File: src/hw/rtl/dvrt_pkg.sv
`timescale 1ns / 1ps
// ----------------------------------------------------------------------------
// dvrt_pkg
// Shared types and constants of the distance-vector route table.
// ----------------------------------------------------------------------------
package dvrt_pkg;

	localparam int unsigned NODES_DEF     = 16;
	localparam int unsigned COST_BITS_DEF = 16;
	localparam int unsigned MAX_RESULTS   = 16;
	localparam int unsigned CNT_BITS      = $clog2(MAX_RESULTS);

	localparam int unsigned ID_BITS       = 4;
	localparam int unsigned SIG_BITS      = 8;
	localparam int unsigned ADV_BITS      = 16;
	localparam int unsigned OUT_COST_BITS = 16;
	localparam int unsigned CFG_BITS      = 16;
	localparam int unsigned IDX_BITS      = 2;
	localparam int unsigned IN_BITS       = 32;
	localparam int unsigned OUT_BITS      = 32;

	localparam logic signed [SIG_BITS-1:0] SIG_THR_RESET    = -8'sd90;
	localparam logic [ADV_BITS-1:0]        COST_LIMIT_RESET = 16'd16;

	// operation of an input item, and kind of a result item
	typedef enum logic [1:0] {
		OP_LINK  = 2'd0,
		OP_VEC   = 2'd1,
		OP_QUERY = 2'd2,
		OP_DUMP  = 2'd3
	} op_t;

	typedef enum logic [1:0] {
		REG_OWN_ID     = 2'd0,
		REG_SIG_THR    = 2'd1,
		REG_COST_LIMIT = 2'd2,
		REG_ROUTE_EN   = 2'd3
	} cfg_reg_t;

	typedef enum logic [3:0] {
		ACT_NONE,
		ACT_ACCEPT,
		ACT_LINK,
		ACT_TEAR,
		ACT_W1,
		ACT_W2,
		ACT_VCLR,
		ACT_QUERY,
		ACT_DUMP,
		ACT_FIN,
		ACT_EMIT
	} act_t;

	typedef enum logic [1:0] {
		RS_PEER,
		RS_DEST,
		RS_WALK
	} rsel_t;

	typedef enum logic [4:0] {
		ST_IDLE,
		ST_LINK_RD,
		ST_LINK_EX,
		ST_TEAR_RD,
		ST_TEAR_EX,
		ST_VEC_RD,
		ST_VEC_CHK,
		ST_W1_RD,
		ST_W1_EX,
		ST_W2_RD,
		ST_W2_EX,
		ST_VCLR,
		ST_QRY_RD,
		ST_QRY_EX,
		ST_DUMP_RD,
		ST_DUMP_EX,
		ST_FIN,
		ST_EMIT
	} state_t;

	typedef struct packed {
		act_t  act;
		rsel_t rsel;
	} dvrt_cmd_t;

	typedef struct packed {
		logic out_free;
		logic tear;
		logic direct;
		logic hit;
		logic pend_v;
	} dvrt_sts_t;

endpackage

File: src/hw/rtl/dvrt_datapath.sv
`timescale 1ns / 1ps
// ----------------------------------------------------------------------------
// dvrt_datapath
// Route storage, vector buffer, configuration registers and result register.
// ----------------------------------------------------------------------------
module dvrt_datapath #(
	parameter int unsigned NODES     = dvrt_pkg::NODES_DEF,
	parameter int unsigned COST_BITS = dvrt_pkg::COST_BITS_DEF,
	parameter int unsigned IW        = $clog2(NODES)
) (
	input  logic                               clk,
	input  logic                               arst_n,
	input  dvrt_pkg::dvrt_cmd_t                cmd,
	input  logic [IW-1:0]                      ix,
	input  logic [IW-1:0]                      walk_addr,
	output dvrt_pkg::dvrt_sts_t                sts,
	input  logic [dvrt_pkg::IN_BITS-1:0]       s_tdata,
	input  logic [1:0]                         s_tuser,
	output logic                               m_tvalid,
	input  logic                               m_tready,
	output logic [dvrt_pkg::OUT_BITS-1:0]      m_tdata,
	output logic [1:0]                         m_tuser,
	output logic                               m_tlast,
	input  logic                               cfg_we,
	input  logic [dvrt_pkg::IDX_BITS-1:0]      cfg_index,
	input  logic [dvrt_pkg::CFG_BITS-1:0]      cfg_data
);
	import dvrt_pkg::*;

	localparam int unsigned SW = (COST_BITS > ADV_BITS) ? COST_BITS : ADV_BITS;
	localparam int unsigned DW = (COST_BITS + 1 > OUT_COST_BITS + 1) ?
		COST_BITS + 1 : OUT_COST_BITS + 1;
	localparam logic [COST_BITS-1:0] COST_MAX = {COST_BITS{1'b1}};
	localparam logic [COST_BITS-1:0] COST_ONE = COST_BITS'(1);

	// configuration
	logic [ID_BITS-1:0]        own_q;
	logic signed [SIG_BITS-1:0] thr_q;
	logic [ADV_BITS-1:0]       limit_q;
	logic                      ren_q;

	// latched item
	op_t                       op_q;
	logic [ID_BITS-1:0]        peer_q;
	logic signed [SIG_BITS-1:0] sig_q;
	logic [ID_BITS-1:0]        dest_q;

	logic [NODES-1:0]          valid_q;
	logic [NODES-1:0]          seen_q;

	logic [ID_BITS-1:0]        nh_mem   [NODES];
	logic [COST_BITS-1:0]      cost_mem [NODES];
	logic [ADV_BITS-1:0]       vc_mem   [NODES];
	logic [ID_BITS-1:0]        nh_rd;
	logic [COST_BITS-1:0]      cost_rd;
	logic [ADV_BITS-1:0]       vc_rd;

	logic                      mod_q, newc_q, newr_q, hv_q;
	logic [ID_BITS-1:0]        hop_q;
	logic                      pend_v_q;
	logic [ID_BITS-1:0]        pend_d_q;
	logic [OUT_COST_BITS-1:0]  pend_cost_q;

	logic [IW-1:0]             raddr, peer_ix, dest_ix, in_ix;
	logic [ID_BITS-1:0]        in_dest;
	logic                      peer_rng, dest_rng, in_rng;
	logic                      link_ok, sig_up, direct, install, tear;
	logic [SW-1:0]             v_ext, c_ext;
	logic [COST_BITS-1:0]      v_sat;
	logic                      w1_match, w1_raise, w2_ok, w2_better;
	logic [DW-1:0]             c_inc;
	logic [OUT_COST_BITS-1:0]  dump_cost;
	logic                      out_free, dump_take, ld_out;
	logic [OUT_BITS-1:0]       ld_data;
	logic                      ld_last;
	logic                      nh_we, cost_we;
	logic [IW-1:0]             wa;
	logic [COST_BITS-1:0]      cost_wd;

	assign peer_ix  = IW'(peer_q);
	assign dest_ix  = IW'(dest_q);
	assign in_dest  = s_tdata[15:12];
	assign in_ix    = IW'(in_dest);
	assign peer_rng = 9'(peer_q) < 9'(NODES);
	assign dest_rng = 9'(dest_q) < 9'(NODES);
	assign in_rng   = 9'(in_dest) < 9'(NODES);

	always_comb begin
		case (cmd.rsel)
			RS_PEER: raddr = peer_ix;
			RS_DEST: raddr = dest_ix;
			default: raddr = walk_addr;
		endcase
	end

	assign link_ok = peer_rng && (peer_q != own_q);
	assign sig_up  = sig_q > thr_q;
	assign direct  = peer_rng && valid_q[peer_ix] && (nh_rd == peer_q);
	assign install = link_ok && sig_up && !direct;
	assign tear    = link_ok && !sig_up && direct;

	assign v_ext = SW'(vc_rd);
	assign c_ext = SW'(cost_rd);
	assign v_sat = (v_ext > SW'(COST_MAX)) ? COST_MAX : COST_BITS'(v_ext);

	assign w1_match  = valid_q[ix] && (9'(nh_rd) != 9'(ix)) && (nh_rd == peer_q);
	assign w1_raise  = c_ext < v_ext;
	assign w2_ok     = seen_q[ix] && (9'(ix) != 9'(own_q)) && (vc_rd < limit_q);
	assign w2_better = c_ext > v_ext;

	assign c_inc     = DW'(cost_rd) + DW'(1);
	assign dump_cost = (c_inc > DW'({OUT_COST_BITS{1'b1}})) ?
		{OUT_COST_BITS{1'b1}} : OUT_COST_BITS'(c_inc);

	assign out_free  = !m_tvalid || m_tready;
	assign dump_take = (cmd.act == ACT_DUMP) && valid_q[ix] && (!pend_v_q || out_free);

	assign sts.out_free = out_free;
	assign sts.tear     = tear;
	assign sts.direct   = direct;
	assign sts.hit      = valid_q[ix];
	assign sts.pend_v   = pend_v_q;

	// memory writes
	always_comb begin
		nh_we   = 1'b0;
		cost_we = 1'b0;
		wa      = ix;
		cost_wd = v_sat;
		case (cmd.act)
			ACT_LINK: begin
				nh_we   = install;
				cost_we = install;
				wa      = peer_ix;
				cost_wd = COST_ONE;
			end
			ACT_W1: begin
				cost_we = w1_match && seen_q[ix] && w1_raise;
			end
			ACT_W2: begin
				nh_we   = w2_ok && (!valid_q[ix] || w2_better);
				cost_we = nh_we;
			end
			default: begin
			end
		endcase
	end

	always_ff @(posedge clk) begin
		if (nh_we)
			nh_mem[wa] <= peer_q;
		if (cost_we)
			cost_mem[wa] <= cost_wd;
		if (cmd.act == ACT_ACCEPT && op_t'(s_tuser) == OP_VEC && in_rng)
			vc_mem[in_ix] <= s_tdata[31:16];
		nh_rd   <= nh_mem[raddr];
		cost_rd <= cost_mem[raddr];
		vc_rd   <= vc_mem[raddr];
	end

	always_ff @(posedge clk or negedge arst_n) begin
		if (!arst_n) begin
			own_q   <= '0;
			thr_q   <= SIG_THR_RESET;
			limit_q <= COST_LIMIT_RESET;
			ren_q   <= 1'b1;
		end else if (cfg_we) begin
			unique case (cfg_reg_t'(cfg_index))
				REG_OWN_ID:     own_q   <= cfg_data[ID_BITS-1:0];
				REG_SIG_THR:    thr_q   <= cfg_data[SIG_BITS-1:0];
				REG_COST_LIMIT: limit_q <= cfg_data[ADV_BITS-1:0];
				REG_ROUTE_EN:   ren_q   <= cfg_data[0];
			endcase
		end
	end

	always_ff @(posedge clk or negedge arst_n) begin
		if (!arst_n) begin
			valid_q  <= '0;
			seen_q   <= '0;
			pend_v_q <= 1'b0;
		end else begin
			case (cmd.act)
				ACT_ACCEPT: begin
					pend_v_q <= 1'b0;
					if (op_t'(s_tuser) == OP_VEC && in_rng)
						seen_q[in_ix] <= 1'b1;
				end
				ACT_LINK: begin
					if (install)
						valid_q[peer_ix] <= 1'b1;
					else if (tear)
						valid_q[peer_ix] <= 1'b0;
				end
				ACT_TEAR: begin
					if (valid_q[ix] && nh_rd == peer_q)
						valid_q[ix] <= 1'b0;
				end
				ACT_W1: begin
					if (w1_match && !seen_q[ix])
						valid_q[ix] <= 1'b0;
				end
				ACT_W2: begin
					if (w2_ok)
						valid_q[ix] <= 1'b1;
				end
				ACT_VCLR: seen_q <= '0;
				ACT_DUMP: begin
					if (dump_take)
						pend_v_q <= 1'b1;
				end
				default: begin
				end
			endcase
		end
	end

	// item fields and result flags
	always_ff @(posedge clk) begin
		case (cmd.act)
			ACT_ACCEPT: begin
				op_q   <= op_t'(s_tuser);
				peer_q <= s_tdata[3:0];
				sig_q  <= s_tdata[11:4];
				dest_q <= in_dest;
				mod_q  <= 1'b0;
				newc_q <= 1'b0;
				newr_q <= 1'b0;
				hop_q  <= '0;
				hv_q   <= 1'b0;
			end
			ACT_LINK: begin
				if (install) begin
					mod_q  <= 1'b1;
					newc_q <= 1'b1;
					newr_q <= !valid_q[peer_ix];
				end else if (tear) begin
					mod_q <= 1'b1;
				end
			end
			ACT_W1: begin
				if (w1_match && (!seen_q[ix] || w1_raise))
					mod_q <= 1'b1;
			end
			ACT_W2: begin
				if (w2_ok && (!valid_q[ix] || w2_better))
					mod_q <= 1'b1;
				if (w2_ok && !valid_q[ix])
					newr_q <= 1'b1;
			end
			ACT_QUERY: begin
				if (!ren_q) begin
					hop_q <= dest_q;
					hv_q  <= 1'b1;
				end else if (dest_rng && valid_q[dest_ix]) begin
					hop_q <= nh_rd;
					hv_q  <= 1'b1;
				end
			end
			ACT_DUMP: begin
				if (dump_take) begin
					pend_d_q    <= ID_BITS'(ix);
					pend_cost_q <= dump_cost;
				end
			end
			default: begin
			end
		endcase
	end

	// result register
	always_comb begin
		ld_out  = 1'b0;
		ld_last = 1'b0;
		ld_data = '0;
		case (cmd.act)
			ACT_EMIT: begin
				ld_out  = out_free;
				ld_data = {24'd0, hv_q, hop_q, newr_q, newc_q, mod_q};
			end
			ACT_DUMP: begin
				ld_out  = dump_take && pend_v_q;
				ld_data = {3'd0, 1'b1, pend_cost_q, pend_d_q, 8'd0};
			end
			ACT_FIN: begin
				ld_out  = out_free;
				ld_last = 1'b1;
				ld_data = pend_v_q ? {3'd0, 1'b1, pend_cost_q, pend_d_q, 8'd0} : '0;
			end
			default: begin
			end
		endcase
	end

	always_ff @(posedge clk or negedge arst_n) begin
		if (!arst_n)
			m_tvalid <= 1'b0;
		else if (ld_out)
			m_tvalid <= 1'b1;
		else if (m_tready)
			m_tvalid <= 1'b0;
	end

	always_ff @(posedge clk) begin
		if (ld_out) begin
			m_tdata <= ld_data;
			m_tuser <= (cmd.act == ACT_EMIT) ? op_q : OP_DUMP;
			m_tlast <= ld_last;
		end
	end

`ifndef SYNTHESIS
	a_no_overwrite: assert property (@(posedge clk) disable iff (!arst_n)
		ld_out |-> (!m_tvalid || m_tready))
		else $error("result register loaded while holding an untaken item");
	a_seen_cleared: assert property (@(posedge clk) disable iff (!arst_n)
		(cmd.act == ACT_VCLR) |=> (seen_q == '0))
		else $error("vector buffer not cleared");
	a_last_on_fin: assert property (@(posedge clk) disable iff (!arst_n)
		(ld_out && ld_last) |-> (cmd.act == ACT_FIN))
		else $error("last flag loaded outside the end of a dump");
`endif

endmodule

File: src/hw/rtl/dvrt_ctrl.sv
`timescale 1ns / 1ps
// ----------------------------------------------------------------------------
// dvrt_ctrl
// Sequencer for link reports, vector walks, queries and dumps.
// ----------------------------------------------------------------------------
module dvrt_ctrl #(
	parameter int unsigned NODES = dvrt_pkg::NODES_DEF,
	parameter int unsigned IW    = $clog2(NODES)
) (
	input  logic                clk,
	input  logic                arst_n,
	input  logic                s_tvalid,
	output logic                s_tready,
	input  logic [1:0]          s_tuser,
	input  logic                s_tlast,
	input  dvrt_pkg::dvrt_sts_t sts,
	output dvrt_pkg::dvrt_cmd_t cmd,
	output logic [IW-1:0]       ix,
	output logic [IW-1:0]       walk_addr
);
	import dvrt_pkg::*;

	state_t              state_q, state_n;
	logic [IW-1:0]       d_q, d_n;
	logic [CNT_BITS-1:0] cnt_q, cnt_n;
	logic                d_last, adv;
	logic [CNT_BITS:0]   emitted;

	assign d_last  = d_q == IW'(NODES - 1);
	assign ix      = d_q;
	assign emitted = (CNT_BITS + 1)'(cnt_q) + (CNT_BITS + 1)'(sts.pend_v);

	always_ff @(posedge clk or negedge arst_n) begin
		if (!arst_n) begin
			state_q <= ST_IDLE;
			d_q     <= '0;
			cnt_q   <= '0;
		end else begin
			state_q <= state_n;
			d_q     <= d_n;
			cnt_q   <= cnt_n;
		end
	end

	always_comb begin
		state_n   = state_q;
		d_n       = d_q;
		cnt_n     = cnt_q;
		s_tready  = 1'b0;
		cmd.act   = ACT_NONE;
		cmd.rsel  = RS_WALK;
		adv       = 1'b0;
		unique case (state_q)
			ST_IDLE: begin
				s_tready = 1'b1;
				if (s_tvalid) begin
					cmd.act = ACT_ACCEPT;
					d_n     = '0;
					cnt_n   = '0;
					unique case (op_t'(s_tuser))
						OP_LINK:  state_n = ST_LINK_RD;
						OP_VEC:   state_n = s_tlast ? ST_VEC_RD : ST_IDLE;
						OP_QUERY: state_n = ST_QRY_RD;
						OP_DUMP:  state_n = ST_DUMP_RD;
					endcase
				end
			end
			ST_LINK_RD: begin
				cmd.rsel = RS_PEER;
				state_n  = ST_LINK_EX;
			end
			ST_LINK_EX: begin
				cmd.act = ACT_LINK;
				d_n     = '0;
				state_n = sts.tear ? ST_TEAR_RD : ST_EMIT;
			end
			ST_TEAR_RD: state_n = ST_TEAR_EX;
			ST_TEAR_EX: begin
				cmd.act = ACT_TEAR;
				adv     = 1'b1;
				d_n     = d_q + IW'(1);
				if (d_last)
					state_n = ST_EMIT;
			end
			ST_VEC_RD: begin
				cmd.rsel = RS_PEER;
				state_n  = ST_VEC_CHK;
			end
			ST_VEC_CHK: begin
				d_n     = '0;
				state_n = sts.direct ? ST_W1_RD : ST_VCLR;
			end
			ST_W1_RD: state_n = ST_W1_EX;
			ST_W1_EX: begin
				cmd.act = ACT_W1;
				adv     = 1'b1;
				d_n     = d_q + IW'(1);
				if (d_last)
					state_n = ST_W2_RD;
			end
			ST_W2_RD: state_n = ST_W2_EX;
			ST_W2_EX: begin
				cmd.act = ACT_W2;
				adv     = 1'b1;
				d_n     = d_q + IW'(1);
				if (d_last)
					state_n = ST_VCLR;
			end
			ST_VCLR: begin
				cmd.act = ACT_VCLR;
				state_n = ST_EMIT;
			end
			ST_QRY_RD: begin
				cmd.rsel = RS_DEST;
				state_n  = ST_QRY_EX;
			end
			ST_QRY_EX: begin
				cmd.act = ACT_QUERY;
				state_n = ST_EMIT;
			end
			ST_DUMP_RD: state_n = ST_DUMP_EX;
			ST_DUMP_EX: begin
				cmd.act = ACT_DUMP;
				adv     = !(sts.hit && sts.pend_v && !sts.out_free);
				if (adv) begin
					if (sts.hit && sts.pend_v)
						cnt_n = cnt_q + CNT_BITS'(1);
					if ((sts.hit && emitted == (CNT_BITS + 1)'(MAX_RESULTS - 1)) || d_last)
						state_n = ST_FIN;
					else
						d_n = d_q + IW'(1);
				end
			end
			ST_FIN: begin
				cmd.act = ACT_FIN;
				if (sts.out_free)
					state_n = ST_IDLE;
			end
			ST_EMIT: begin
				cmd.act = ACT_EMIT;
				if (sts.out_free)
					state_n = ST_IDLE;
			end
		endcase
		walk_addr = adv ? d_q + IW'(1) : d_q;
	end

`ifndef SYNTHESIS
	a_dump_hold: assert property (@(posedge clk) disable iff (!arst_n)
		(state_q == ST_DUMP_EX && sts.hit && sts.pend_v && !sts.out_free)
		|=> (state_q == ST_DUMP_EX && $stable(d_q)))
		else $error("dump walk moved while the result register was full");
	a_w1_to_w2: assert property (@(posedge clk) disable iff (!arst_n)
		(state_q == ST_W1_EX && d_last) |=> (state_q == ST_W2_RD && d_q == '0))
		else $error("second vector walk did not start from entry zero");
	a_ready_idle: assert property (@(posedge clk) disable iff (!arst_n)
		s_tready |-> (state_q == ST_IDLE))
		else $error("input ready outside the idle state");
`endif

endmodule

File: src/hw/rtl/distance_vector_route_table.sv
`timescale 1ns / 1ps
// ----------------------------------------------------------------------------
// distance_vector_route_table
// Route table with link reports, distance-vector merge, query and dump.
// ----------------------------------------------------------------------------
// Usage:
//   Items enter on the s_ stream; s_tuser carries the operation (link report,
//   vector entry, next hop query, dump) and s_tlast closes a distance vector.
//   Results leave on the m_ stream; m_tuser carries the result kind and
//   m_tlast marks the last entry of a dump run.
//   Vector entries that are not last are buffered and give no result.
//   Link report: the peer entry is read and updated; when a link is torn
//   down, a table walk then drops every route through that peer.
//   Query: the destination entry is read. Vector end: the peer entry is read
//   and, when the peer is a direct neighbour, two table walks follow, one
//   entry per cycle through the registered read port of the route memories.
//   Dump: a table walk, one entry per cycle while the receiver keeps up.
//   One item is worked on at a time; s_tready is high only between items.
//   A finished result sits in the output register, so the next item is taken
//   while it waits; when the receiver stalls, the walk or final step holds
//   until the register frees.
//   Reset clears the valid bits and the vector buffer at once and loads the
//   register defaults; no clearing pass is needed. Configuration writes go
//   through cfg_we/cfg_index/cfg_data and take effect on the next cycle.
// ----------------------------------------------------------------------------
module distance_vector_route_table #(
	parameter int unsigned NODES     = dvrt_pkg::NODES_DEF,
	parameter int unsigned COST_BITS = dvrt_pkg::COST_BITS_DEF
) (
	input  logic                          clk,
	input  logic                          arst_n,
	// slave side: tdata = peer[3:0], signal_dbm[11:4], dest[15:12], adv_cost[31:16]
	input  logic                          s_tvalid,
	output logic                          s_tready,
	input  logic [dvrt_pkg::IN_BITS-1:0]  s_tdata,
	// tuser = op
	input  logic [1:0]                    s_tuser,
	input  logic                          s_tlast,
	// master side: tdata = modified[0], new_connected[1], new_reachable[2],
	// hop[6:3], hop_valid[7], out_dest[11:8], out_cost[27:12], entry_valid[28]
	output logic                          m_tvalid,
	input  logic                          m_tready,
	output logic [dvrt_pkg::OUT_BITS-1:0] m_tdata,
	// tuser = kind
	output logic [1:0]                    m_tuser,
	output logic                          m_tlast,
	input  logic                          cfg_we,
	input  logic [dvrt_pkg::IDX_BITS-1:0] cfg_index,
	input  logic [dvrt_pkg::CFG_BITS-1:0] cfg_data
);
	import dvrt_pkg::*;

	localparam int unsigned IW = $clog2(NODES);

	dvrt_cmd_t     cmd;
	dvrt_sts_t     sts;
	logic [IW-1:0] ix;
	logic [IW-1:0] walk_addr;

	// sequencer: decodes the item, steps the table walks, paces the results
	dvrt_ctrl #(
		.NODES (NODES),
		.IW    (IW)
	) u_ctrl (
		.clk       (clk),
		.arst_n    (arst_n),
		.s_tvalid  (s_tvalid),
		.s_tready  (s_tready),
		.s_tuser   (s_tuser),
		.s_tlast   (s_tlast),
		.sts       (sts),
		.cmd       (cmd),
		.ix        (ix),
		.walk_addr (walk_addr)
	);

	// storage and arithmetic: route memories, vector buffer, result register
	dvrt_datapath #(
		.NODES     (NODES),
		.COST_BITS (COST_BITS),
		.IW        (IW)
	) u_dp (
		.clk       (clk),
		.arst_n    (arst_n),
		.cmd       (cmd),
		.ix        (ix),
		.walk_addr (walk_addr),
		.sts       (sts),
		.s_tdata   (s_tdata),
		.s_tuser   (s_tuser),
		.m_tvalid  (m_tvalid),
		.m_tready  (m_tready),
		.m_tdata   (m_tdata),
		.m_tuser   (m_tuser),
		.m_tlast   (m_tlast),
		.cfg_we    (cfg_we),
		.cfg_index (cfg_index),
		.cfg_data  (cfg_data)
	);

endmodule
File: config.mk
export PLATFORM = sky130hd
export DESIGN_NAME = distance_vector_route_table
export DESIGN_NICKNAME = d
export VERILOG_FILES = /design/src/hw/rtl/dvrt_pkg.sv /design/src/hw/rtl/dvrt_datapath.sv /design/src/hw/rtl/dvrt_ctrl.sv /design/src/hw/rtl/distance_vector_route_table.sv
export SDC_FILE = /design/constraint.sdc
export NUM_CORES = 1
export LEC_CHECK = 0
export ABC_AREA = 1
export BUFFER_PORTS_ARGS = -buffer_cell sky130_fd_sc_hd__buf_2
export CAP_MARGIN = 10
export CORE_MARGIN = 2
export CORE_UTILIZATION = 40
export DETAILED_ROUTE_END_ITERATION = 10
export GPL_TIMING_DRIVEN = 1
export HOLD_SLACK_MARGIN = 0.05
export MAX_ROUTING_LAYER = met4
export SETUP_SLACK_MARGIN = 0.05
export SYNTH_ARGS = -nofsm -noshare
export SYNTH_HDL_FRONTEND = slang
export SYNTH_SLANG_ARGS = --single-unit
File: constraint.sdc
create_clock -name clk -period 9.3 [get_ports clk]
set_input_delay 0.465 -clock clk [delete_from_list [all_inputs] [get_ports clk]]
set_output_delay 0.465 -clock clk [all_outputs]
set_load 0.05 [all_outputs]
==> flow_summary.ini <==
[outcome]
status = completed

[final_layout]
final_common_cell = nand3_1
nets = 3744
layout-drive-gt1-share_pct = 8.792
syn_to_final_growth_pct = 12.44
multiInputGateArea_mm2 = 0.01033
fillCellCount = 8310
final_util_pct = 45.44
final_cell_mix = nand3_1 (747), nand2_1 (668), edfxtp_1 (654), inv_1 (583), nor2_1 (129)
ff_latch_area_mm2 = 0.02227

[clocking]
cts_root_buf = clkbuf_16
ctsResizeCount = 0
h-tree-depth = 3
cts_buffers = 83
cts_max_path_buffers = 3
path_clk_slew_ns = 0.06
cts_tree = done
clock_sinks = 766
worstSkewPairLatency_ns = 0.65

[floorplanning]
core-area_mm2 = 0.08837
fp.dieH_um = 302.8
num_io_pins = 95
rows = 109
die_w_um = 302.8
initial_core_util_pct = 40.42
dieArea_mm2 = 0.09170

[worst_hold_path]
whs_path_depth = 3
hp-start = cfg_data[7]
min_path_type = in2reg
min_to = u_dp.thr_q[7]

[yosys]
syn_area_mm2 = 0.03572
avgSynthCellArea_um2 = 9.944
ys_ff_latch = 766
yosysUniqueCellTypes = 60
ys.flop_type = edfxtp_1
synth_edf_count = 654
async_flop_share_pct = 9.922
yosysWarnings = 0
yosysSeqAreaShare_pct = 62.34
synthCells = 3592

[detailed_routing]
drt_iter0_markers = 2318
wire_per_inst_um = 19.20
drc = 0
vias_per_cell = 5.151
firstDrtPassIters = 6
totalWireLength_um = 93640
ant_nets = 0
vias = 25129

[sta]
worstMarginPinSlew_ns = 1.193
clock.fmax_mhz = 190.4
slew-limit-headroom_pct = 20.50
fin_crit_sh_pct = 56.47
holdWs_ns = 0.08885
rsz0062_at_grt = false
setup_viol = 0
slew_violations = 0
fin_tns_setup_ns = 0
min_period_ns = 5.251
fin_skew_ns = 0.02970
hold_violations = 0

[job]
max_cap_violations = 0

[grt]
grt_pass1_vias = 23553
track_usage_pct = 21.11
overflow = 0
grt_max_degree = 224
antenna_found_initial = 6
grt_pass1_wl_um = 142500

[critical_path]
end_kind = flop
critical_path_class = reg2reg
r2r_cells = 18
cp.required_ns = 9.83
r2r_start = u_ctrl.ix[0]
start_kind = flop
cp_max_fo = 150
arrival_ns = 5.78
r2r_slack_ns = 4.05
rr_endpoint = u_dp.v_ext[7]

[power_and_ir_drop]
p_leak_nw = 16.93
power.density_mw_per_mm2 = 366.6
ir_drop_mv = 0.3299

[placed_design]
detailed_place_hpwl_um = 53020
gp_congestion = 0.8956
numPortBuffers = 91
==> flip-flops by register name, indices dropped and copies added, names as in the netlist, 16 cells and up, named ones only <==
register	flops
u_dp.cost_mem	256
u_dp.seen_q	16
u_dp.nh_mem	64
u_dp.v_ext	16
u_dp.vc_mem	256
u_dp.c_ext	16
u_dp.pend_cost_q	16
u_dp.limit_q	16
u_dp.m_tdata	29
==> layout make-up <==
type                            instances  share of cell area [%]
Sequential cell                       766                   55.45
Multi-Input combinational cell       2041                   25.73
Clock buffer                          122                   6.041
Inverter                              601                   5.630
Tap cell                             1165                   3.630
Timing Repair Buffer                  145                   2.305
Clock inverter                         33                   1.187
Antenna cell                            5                 0.03115
==> stage by stage <==
step	area [um^2]	power [mW]	setup slack, ns	instances
CTS	40150	14.73	4.075	4873
global placement	37050	11.18	4.142	4698
global route	40160	15.72	3.554	4878
finish	40160	14.72	4.049	4878
detailed placement	37050	11.22	4.105	4698
floorplan	35730	9.529	5.536	3594
==> report_power, final <==
| part | switching (mW) | total (mW) | internal, mW |
|---|---|---|---|
| logic | 4.77 | 6.65 | 1.89 |
| registers | 0.321 | 4.59 | 4.27 |
| clock network | 1.36 | 3.48 | 2.12 |
==> cells in the mapped netlist (3+ instances only) <==
| cell type | n | share of area [%] |
|---|---|---|
| ha_1 | 48 | 1.7 |
| buf_1 | 12 | 0.13 |
| xnor2_1 | 15 | 0.37 |
| inv_2 | 14 | 0.15 |
| or2_2 | 6 | 0.11 |
| a21oi_1 | 75 | 1.1 |
| nand2_1 | 669 | 7.0 |
| nand3_1 | 747 | 10 |
| o311ai_0 | 15 | 0.37 |
| nand3b_1 | 75 | 1.6 |
| o211ai_1 | 3 | 0.063 |
| o21a_1 | 13 | 0.27 |
| nor2_1 | 139 | 1.5 |
| edfxtp_1 | 654 | 55 |
| dfxtp_1 | 36 | 2.0 |
| inv_1 | 583 | 6.1 |
| buf_2 | 118 | 1.7 |
| nor3_1 | 29 | 0.41 |
| nand2_2 | 5 | 0.088 |
| nand4_1 | 9 | 0.16 |
| nand2_4 | 3 | 0.095 |
| a21oi_2 | 3 | 0.074 |
| nor2_2 | 7 | 0.12 |
| dfstp_2 | 6 | 0.44 |
| o21ba_1 | 4 | 0.11 |
| buf_6 | 9 | 0.28 |
| o221ai_1 | 3 | 0.074 |
| o21ai_0 | 96 | 1.3 |
| o21bai_1 | 3 | 0.063 |
| o21ai_1 | 10 | 0.14 |
| xor2_1 | 15 | 0.37 |
| dfrtp_1 | 70 | 4.9 |
| buf_4 | 13 | 0.27 |
| nor4_1 | 5 | 0.088 |
| clkbuf_1 | 33 | 0.35 |
| nand3_2 | 6 | 0.17 |
| o22ai_1 | 4 | 0.070 |
| a211oi_1 | 3 | 0.063 |
| a21o_1 | 3 | 0.063 |
==> cell families after synthesis <==
logic type                 Yosys count  share of synthesized area, %
adders and majority gates           48                         1.681
buffers and inverters              787                         9.027
other                                1                       0.01050
and+or+nand+nor                   1714                         22.19
AOI/OAI and AO/OA                  245                         3.986
DFF                                766                         62.34
xor gates and xnor gates            30                        0.7356
muxes                                1                       0.02802
==> timing repair <==
item	in CTS	in global routing
buffers inserted	0	0
hold buffers	20	0
hold endpoints to repair	38	0
setup endpoints to repair	0	0
==> critical path: stages, from the launching register on <==
cell and delay, ns:
dfrtp_1 0.90, inv_2 0.35, nand2_1 0.13, nand3_1 0.08, nand2_1 0.08, nand2_1 0.05, nand2_1 0.08, o21ai_0 0.09
nand2_1 0.12, nand3_1 0.07, nand2_1 0.17, nand2_8 0.47, nand2_8 0.79, buf_4 0.95, nand2_1 0.11, nand3_1 0.14
nand3_1 0.11, nand3_1 0.12, nand2_1 0.07
==> worst max path at each step <==
stage                            startpoint                 to  cells after the start
final                          u_ctrl.ix[0]      u_dp.v_ext[7]                     18
after global routing           u_ctrl.ix[0]      u_dp.v_ext[9]                     19
after CTS                      u_ctrl.ix[0]      u_dp.v_ext[7]                     18
after detailed placement       u_ctrl.ix[0]      u_dp.nh_rd[2]                     19
after global placement         u_ctrl.ix[0]      u_dp.v_ext[7]                     18
after floorplan           u_ctrl.state_q[2]  u_dp.vc_mem[0][0]                     11
==> routing by layer <==
layer	wire length [um]	GRT usage (%)	vias up	part of all wire, %
li1	-	-	12119	-
met1	41350	28.68	11977	44
met2	42610	32.00	850	46
met3	6761	3.903	183	7.2
met4	2913	6.979	0	3.1
met5	0	-	-	0
(Power assumes the default switching activity.)
